$ cat src/fsep_pkg.sv
package fsep_pkg;

   localparam int ADDR_W = 22;
   localparam int END_W  = 23;
   localparam int IDX_W  = 6;
   localparam int CODE_W = 5;
   localparam int MODE_W = 2;
   localparam int STAT_W = 2;

   localparam logic [ADDR_W-1:0] SZ_16K  = 22'h004000;
   localparam logic [ADDR_W-1:0] SZ_64K  = 22'h010000;
   localparam logic [ADDR_W-1:0] SZ_128K = 22'h020000;
   localparam logic [ADDR_W-1:0] SZ_256K = 22'h040000;

   localparam logic [MODE_W-1:0] MODE_512K = 2'd0;
   localparam logic [MODE_W-1:0] MODE_1M   = 2'd1;
   localparam logic [MODE_W-1:0] MODE_2M   = 2'd2;
   localparam logic [MODE_W-1:0] MODE_3M   = 2'd3;

   typedef enum logic [STAT_W-1:0] {
      STAT_SECTOR  = 2'd0,
      STAT_INVALID = 2'd1,
      STAT_NONE    = 2'd2
   } status_type;

   typedef enum logic [1:0] {
      S_IDLE,
      S_SCAN,
      S_WALK
   } state_type;

   typedef struct packed {
      logic load;
      logic step;
      logic rewind;
   } walk_cmd_type;

   typedef struct packed {
      logic              hit_end;
      logic              start_ok;
      logic              at_end;
      logic              last_sector;
      logic [CODE_W-1:0] code;
   } walk_stat_type;

   typedef struct packed {
      logic              push;
      status_type        status;
      logic [CODE_W-1:0] code;
      logic              last;
   } rsp_item_type;

   // bank = 4 x 16K, 1 x 64K, 7 x 128K; sectors past two banks are 256K
   function automatic logic [ADDR_W-1:0] sector_bytes(input logic [IDX_W-1:0] idx);
      logic [IDX_W-1:0]  p;
      logic [ADDR_W-1:0] sz;
      p = (idx >= IDX_W'(12)) ? idx - IDX_W'(12) : idx;
      if (idx >= IDX_W'(24)) begin
         sz = SZ_256K;
      end else if (p < IDX_W'(4)) begin
         sz = SZ_16K;
      end else if (p == IDX_W'(4)) begin
         sz = SZ_64K;
      end else begin
         sz = SZ_128K;
      end
      return sz;
   endfunction

   // hardware numbering: 0-11, then 16-27, then 12-15
   function automatic logic [CODE_W-1:0] sector_code(input logic [IDX_W-1:0] idx);
      logic [IDX_W-1:0] c;
      if (idx < IDX_W'(12)) begin
         c = idx;
      end else if (idx < IDX_W'(24)) begin
         c = idx + IDX_W'(4);
      end else if (idx < IDX_W'(28)) begin
         c = idx - IDX_W'(12);
      end else begin
         c = idx;
      end
      return c[CODE_W-1:0];
   endfunction

   function automatic logic [IDX_W-1:0] mode_sectors(input logic [MODE_W-1:0] mode);
      logic [IDX_W-1:0] n;
      unique case (mode)
         MODE_512K: n = IDX_W'(8);
         MODE_1M:   n = IDX_W'(12);
         MODE_2M:   n = IDX_W'(24);
         MODE_3M:   n = IDX_W'(28);
         default:   n = IDX_W'(8);
      endcase
      return n;
   endfunction

endpackage

$ cat src/fsep_walk.sv
module fsep_walk #(
   parameter int MAX_SECTORS = 28
) (
   input  logic                          clock,
   input  logic                          reset,
   input  fsep_pkg::walk_cmd_type        cmd,
   input  logic [fsep_pkg::ADDR_W-1:0]   start_offset,
   input  logic [fsep_pkg::ADDR_W-1:0]   span_length,
   input  logic [fsep_pkg::MODE_W-1:0]   layout_mode,
   output fsep_pkg::walk_stat_type       stat
);
   import fsep_pkg::*;

   localparam int IW = $clog2(MAX_SECTORS + 1);

   logic [ADDR_W-1:0] cur_ff, cur_in;
   logic [ADDR_W-1:0] start_ff, start_in;
   logic [END_W-1:0]  end_ff, end_in;
   logic [IW-1:0]     idx_ff, idx_in;
   logic [IW-1:0]     sidx_ff, sidx_in;
   logic              smatch_ff, smatch_in;

   logic [IDX_W-1:0]  n_full;
   logic [IW-1:0]     n_used;
   logic [ADDR_W-1:0] next_pos;
   logic              hit_start;

   always_comb begin
      n_full = mode_sectors(layout_mode);
      n_used = (n_full > IDX_W'(MAX_SECTORS)) ? IW'(MAX_SECTORS) : IW'(n_full);
   end

   // the walk adder: begin of the current sector plus its size
   assign next_pos  = cur_ff + sector_bytes(IDX_W'(idx_ff));
   assign hit_start = (cur_ff == start_ff);

   assign stat.hit_end     = ({1'b0, cur_ff} == end_ff);
   assign stat.start_ok    = smatch_ff | hit_start;
   assign stat.at_end      = (idx_ff == n_used);
   assign stat.last_sector = ({1'b0, next_pos} >= end_ff);
   assign stat.code        = sector_code(IDX_W'(idx_ff));

   always_comb begin
      cur_in    = cur_ff;
      start_in  = start_ff;
      end_in    = end_ff;
      idx_in    = idx_ff;
      sidx_in   = sidx_ff;
      smatch_in = smatch_ff;
      priority if (cmd.load) begin
         start_in  = start_offset;
         end_in    = {1'b0, start_offset} + {1'b0, span_length};
         cur_in    = '0;
         idx_in    = '0;
         smatch_in = 1'b0;
      end else if (cmd.rewind) begin
         cur_in = start_ff;
         idx_in = smatch_ff ? sidx_ff : idx_ff;
      end else if (cmd.step) begin
         cur_in = next_pos;
         idx_in = idx_ff + IW'(1);
         if (hit_start) begin
            smatch_in = 1'b1;
            sidx_in   = idx_ff;
         end
      end
   end

   always_ff @(posedge clock) begin
      if (reset) begin
         smatch_ff <= 1'b0;
         idx_ff    <= '0;
      end else begin
         smatch_ff <= smatch_in;
         idx_ff    <= idx_in;
      end
      cur_ff   <= cur_in;
      start_ff <= start_in;
      end_ff   <= end_in;
      sidx_ff  <= sidx_in;
   end

endmodule

$ cat src/fsep_ctrl.sv
module fsep_ctrl (
   input  logic                    clock,
   input  logic                    reset,
   input  logic                    req_valid,
   output logic                    req_ready,
   input  logic                    out_free,
   input  fsep_pkg::walk_stat_type stat,
   output fsep_pkg::walk_cmd_type  cmd,
   output fsep_pkg::rsp_item_type  item
);
   import fsep_pkg::*;

   state_type state_ff, state_in;

   always_ff @(posedge clock) begin
      if (reset) begin
         state_ff <= S_IDLE;
      end else begin
         state_ff <= state_in;
      end
   end

   always_comb begin
      state_in    = state_ff;
      req_ready   = 1'b0;
      cmd         = '0;
      item.push   = 1'b0;
      item.status = STAT_SECTOR;
      item.code   = '0;
      item.last   = 1'b1;
      unique case (state_ff)
         S_IDLE: begin
            req_ready = 1'b1;
            if (req_valid) begin
               cmd.load = 1'b1;
               state_in = S_SCAN;
            end
         end
         // pass over boundaries: both start and end must land on one
         S_SCAN: begin
            if (stat.hit_end && stat.start_ok) begin
               cmd.rewind = 1'b1;
               state_in   = S_WALK;
            end else if (stat.hit_end || stat.at_end) begin
               item.status = STAT_INVALID;
               if (out_free) begin
                  item.push = 1'b1;
                  state_in  = S_IDLE;
               end
            end else begin
               cmd.step = 1'b1;
            end
         end
         S_WALK: begin
            if (stat.at_end) begin
               // start sits at the flash end
               item.status = STAT_NONE;
               if (out_free) begin
                  item.push = 1'b1;
                  state_in  = S_IDLE;
               end
            end else begin
               item.code = stat.code;
               item.last = stat.last_sector;
               if (out_free) begin
                  item.push = 1'b1;
                  cmd.step  = 1'b1;
                  if (stat.last_sector) begin
                     state_in = S_IDLE;
                  end
               end
            end
         end
         default: begin
            state_in = S_IDLE;
         end
      endcase
   end

endmodule

$ cat src/flash_sector_erase_planner_unit.sv
// Flash sector erase planner.
// req channel: one erase request per item (start offset, byte length).
// rsp channel: for a valid request, one item per sector to erase in address
//   order with status "sector" on tuser and its hardware code on tdata; tlast
//   marks the final one. A misaligned or oversized request gives one "invalid"
//   item, a request that starts at the flash end with zero length gives one
//   "nothing" item.
// csr: csr_wr_en writes the layout mode (flash size variant) from csr_wr_data.
// Sequence: a request is first loaded, then a boundary scan with the single
//   adder walks the map one sector per cycle, then the sectors are emitted one
//   per cycle while the rsp side takes them.
//   req_tready is high only while no request is in work; the next request is
//   taken while the last result still sits in the output register.
// A stalled rsp side holds the walk: each sector waits for a free output slot.
// Reset (synchronous) empties the output register, returns the sequencer to
//   idle and sets the layout mode to the 512K map.
module flash_sector_erase_planner_unit #(
   parameter int MAX_SECTORS = 28
) (
   input  logic        clock,
   input  logic        reset,
   input  logic        req_tvalid,
   output logic        req_tready,
   input  logic [47:0] req_tdata,   // start_offset[21:0], span_length[43:22], zero pad
   output logic        rsp_tvalid,
   input  logic        rsp_tready,
   output logic [7:0]  rsp_tdata,   // sector_code[4:0], zero pad
   output logic [1:0]  rsp_tuser,   // status[1:0]
   output logic        rsp_tlast,
   input  logic        csr_wr_en,
   input  logic [1:0]  csr_wr_data
);
   import fsep_pkg::*;

   logic [MODE_W-1:0] mode_ff;
   logic              rsp_valid_ff;
   status_type        rsp_status_ff;
   logic [CODE_W-1:0] rsp_code_ff;
   logic              rsp_last_ff;

   walk_cmd_type  cmd;
   walk_stat_type stat;
   rsp_item_type  item;
   logic          out_free;

   assign out_free = !rsp_valid_ff || rsp_tready;

   fsep_walk #(
      .MAX_SECTORS(MAX_SECTORS)
   ) u_walk (
      .clock       (clock),
      .reset       (reset),
      .cmd         (cmd),
      .start_offset(req_tdata[21:0]),
      .span_length (req_tdata[43:22]),
      .layout_mode (mode_ff),
      .stat        (stat)
   );

   fsep_ctrl u_ctrl (
      .clock    (clock),
      .reset    (reset),
      .req_valid(req_tvalid),
      .req_ready(req_tready),
      .out_free (out_free),
      .stat     (stat),
      .cmd      (cmd),
      .item     (item)
   );

   always_ff @(posedge clock) begin
      if (reset) begin
         mode_ff      <= MODE_512K;
         rsp_valid_ff <= 1'b0;
      end else begin
         if (csr_wr_en) begin
            mode_ff <= csr_wr_data;
         end
         if (item.push) begin
            rsp_valid_ff <= 1'b1;
         end else if (rsp_tready) begin
            rsp_valid_ff <= 1'b0;
         end
      end
      if (item.push) begin
         rsp_status_ff <= item.status;
         rsp_code_ff   <= item.code;
         rsp_last_ff   <= item.last;
      end
   end

   assign rsp_tvalid = rsp_valid_ff;
   assign rsp_tdata  = {3'b000, rsp_code_ff};
   assign rsp_tuser  = rsp_status_ff;
   assign rsp_tlast  = rsp_last_ff;

endmodule
$ cat config.mk
export PLATFORM = sky130hd
export DESIGN_NAME = flash_sector_erase_planner_unit
export DESIGN_NICKNAME = d
export VERILOG_FILES = /design/src/fsep_pkg.sv /design/src/fsep_walk.sv /design/src/fsep_ctrl.sv /design/src/flash_sector_erase_planner_unit.sv
export SDC_FILE = /design/constraint.sdc
export NUM_CORES = 1
export LEC_CHECK = 0
export BUFFER_PORTS_ARGS = -buffer_cell sky130_fd_sc_hd__buf_2
export CAP_MARGIN = 5
export CORE_MARGIN = 2
export CORE_UTILIZATION = 37
export CTS_CLUSTER_SIZE = 28
export DETAILED_ROUTE_END_ITERATION = 6
export PLACE_DENSITY = 0.64
export SLEW_MARGIN = 20
export SYNTH_ARGS = -nofsm -noshare
export SYNTH_HDL_FRONTEND = slang
export SYNTH_SLANG_ARGS = --single-unit
$ cat constraint.sdc
create_clock -name clock -period 9.15 [get_ports clock]
set_input_delay 0.915 -clock clock [delete_from_list [all_inputs] [get_ports clock]]
set_output_delay 0.915 -clock clock [all_outputs]
set_load 0.1 [all_outputs]
==> metrics <==
Worst-path clk slew 0.07 ns; Max Fanout on Critical Path 13; Tcrit/Tclk final 0.5833; Max-Cap Viols 0; clock sink total 91; Mapped Area 0.005818 mm^2; logic gate share of total power 0.221; Peak VDD IR 0.1060 mV; Die W 129.4 um; drt via density 5.110; vias in the first global route 4243; die area 0.01674 mm^2; Worst Hold Class register to register; Remaining Overflow, GRT 0; Hold Buf Count CTS 0; CTS max path bufs 2; worst setup margin 3.812 ns; worst path required time 9.39 ns; Leak 2.680 nW; post-CTS setup buffer count 0; initial DRC count 296; leading area contributor after synthesis edfxtp_1; Startpoint Class register; top cells by area, synth edfxtp_1, ha_1, dfxtp_1; Buffers on Ports 60; layout cells sized above 1 0.1468; cell count after synthesis 587; Core ar. 0.01526 mm^2; Setup CP Type register to register; TNS Setup 0 ns; post-synthesis cell type count 64; Hold Crit Depth 2; FF-to-FF Start u_walk.idx_ff[3]$_SDFFE_PP0P_; worst-skew pair later-pin latency 0.36 ns; routability cong. 0.8196; final setup violation count 0; internal reg-to-reg setup slack 3.81 ns; Slew @ Worst Pin 1.002 ns; R2R cell count 21; Worst Path Arrival 5.58 ns; count of flip-flops with a built-in enable after synthesis 58; routed via count 4384; Hold Path Origin u_walk.cur_ff[0]$_SDFFE_PP0P_; H-tree lvl count 3; switch share 0.3038; part of the power in registers 0.440; antenna violations before repair 0; Pins Over Slew Limit 0; commonest non-fill, non-tap cell in the layout buf_2; Final Hold Violating Endpoints 0; Fillers 1447; clock root buffer master clkbuf_16; P per Cell Area 178.6 mW/mm^2; Post-DRT Antenna Nets 0; CP endpoint kind register; internal power 0.8233 mW; Area Growth Syn to Fin 13.83%; Synthesis Warnings 0; outcome finished, final reports clean; pin count of the biggest net entering global routing 70; Max-slew headroom 0.3149; Min-Delay Endpoint u_walk.cur_ff[0]$_SDFFE_PP0P_; TritonCTS Buffers 9; Ports 68; Site Rows 45; Primary FF master, synth edfxtp_1; gr usage total 0.1574; CTS resizes 0; FMAX 0.1873 GHz; unrepaired setup endpoints after global routing false; Final nets 757; Die Y 129.4 um; clock share of power 0.339; Pre-antenna DRT Iters 5; first-pass GRT wire length 20640 um; Async SR Flop Fraction 0; syn avg cell area 9.912 um^2; worst r2r dst u_ctrl.state_ff[0]$_SDFFE_PP0P_; switching power total 0.3593 mW; Starting Density 0.3813; routed wire length 12400 um; CTS tree yes; number of remaining DRC errors 0; crit path time final 5.338 ns; dpl ws 3.946 ns; most frequent cells in the layout buf_2, ha_1, edfxtp_1; per-cell routed wire length 14.46 um; sequential element share of the synthesized area 0.4129; Final HPWL DP 9485 um; Hold Slack 0.4870 ns; Antenna Cells 0; post-synth top area share 0.2994; Seq cells post-synth 91; Fin Clk Skew 0.01080 ns
-- synthesized netlist by cell type (10+ instances only) --
library cell / count
a21oi_1: 48
mux2i_1: 11
ha_1: 59
nand2_1: 51
xor2_1: 20
nand4_1: 12
edfxtp_1: 58
inv_1: 49
dfxtp_1: 33
o21ai_0: 12
a211oi_1: 14
a21o_1: 13
xnor2_1: 38
nor2_1: 39
nor3_1: 10
nand3_1: 13
-- cell families (layout without fill, tap and decap cells) --
group | Yosys count | after routing | synth area share
adders and majority gates | 60 | 60 | 0.1303
AOI/OAI and AO/OA | 135 | 135 | 0.1520
xor gates and xnor gates | 58 | 58 | 0.08731
buffers and inverters | 68 | 126 | 0.05011
muxes | 14 | 14 | 0.02473
DFF | 91 | 91 | 0.4129
and+or+nand+nor | 160 | 160 | 0.1419
other | 1 | 3 | 0.0006445
-- metal layers --
| metal | track usage | wire, um | part of all wire |
|---|---|---|---|
| met5 | 0 | 0 | 0 |
| met2 | 0.2557 | 5744 | 0.46 |
| met3 | 0.03179 | 493 | 0.040 |
| met4 | 0.07097 | 270 | 0.022 |
| met1 | 0.2030 | 5895 | 0.48 |
-- flip-flops by register name, summed over array words and instances, names as in the netlist --
name and flops:
u_ctrl.state_ff 2, u_walk.sidx_ff 5, rsp_tvalid 1, u_walk.idx_ff 5, u_walk.start_ff 22, rsp_tlast 1, rsp_code_ff 5, u_walk.smatch_ff 1
u_walk.end_ff 23, rsp_tuser 2, mode_ff 2, u_walk.cur_ff 22
-- power by group through the flow --
stage	combinational, mW	clock, mW	sequential [mW]
floorplan	0.201	0	0.521
global placement	0.254	0	0.529
detailed placement	0.259	0	0.530
CTS	0.262	0.410	0.520
global route	0.292	0.429	0.525
finish	0.261	0.401	0.521
-- worst max-delay path, cell delays in order, from the launching register on --
cell       delay (ns)
dfxtp_1          0.60
ha_1             0.28
inv_1            0.06
ha_1             0.21
a21boi_0         0.18
nor3b_1          0.29
nand2_1          0.08
o21ai_0          0.16
nand2_1          0.11
nor2_1           0.10
ha_1             0.26
a31oi_1          0.27
o21bai_1         0.09
a21oi_1          0.33
nor2_1           0.10
xor2_1           0.16
ha_1             0.29
nand4b_1         0.12
nor2_1           0.08
a2111oi_0        0.90
a21oi_1          0.21
mux2_2           0.32
-- worst max path at each step --
stage                                              from                         endpoint  slack (ns)  cells after the start
final                     u_walk.idx_ff[3]$_SDFFE_PP0P_  u_ctrl.state_ff[0]$_SDFFE_PP0P_        3.81                     21
after detailed placement  u_walk.idx_ff[3]$_SDFFE_PP0P_  u_ctrl.state_ff[0]$_SDFFE_PP0P_        3.95                     21
after CTS                 u_walk.idx_ff[3]$_SDFFE_PP0P_  u_ctrl.state_ff[0]$_SDFFE_PP0P_        3.92                     21
after floorplan           u_walk.idx_ff[3]$_SDFFE_PP0P_  u_ctrl.state_ff[0]$_SDFFE_PP0P_        4.99                     21
after global placement    u_walk.idx_ff[3]$_SDFFE_PP0P_  u_ctrl.state_ff[0]$_SDFFE_PP0P_        4.12                     21
after global routing      u_walk.idx_ff[3]$_SDFFE_PP0P_  u_ctrl.state_ff[0]$_SDFFE_PP0P_        3.40                     21
-- final cells by class --
class	count	area [um^2]	share of cell area
Clock buffer	10	250.2	0.03779
Clock inverter	6	76.32	0.01152
Inverter	49	183.9	0.02777
Multi-Input combinational cell	430	3138	0.4738
Sequential cell	91	2402	0.3627
Tap cell	211	264.0	0.03986
Timing Repair Buffer	61	307.8	0.04648
-- stage by stage --
| step | utilization | instances | instance area [um^2] | power [mW] |
|---|---|---|---|---|
| final | 0.4340 | 858 | 6623 | 1.183 |
| after global routing | 0.4340 | 858 | 6623 | 1.246 |
| after CTS | 0.4337 | 858 | 6618 | 1.192 |
| after detailed placement | 0.4123 | 842 | 6291 | 0.7887 |
| after global placement | 0.4123 | 842 | 6291 | 0.7827 |
| after floorplan | - | 589 | 5826 | 0.7220 |
(Power assumes the default switching activity.)
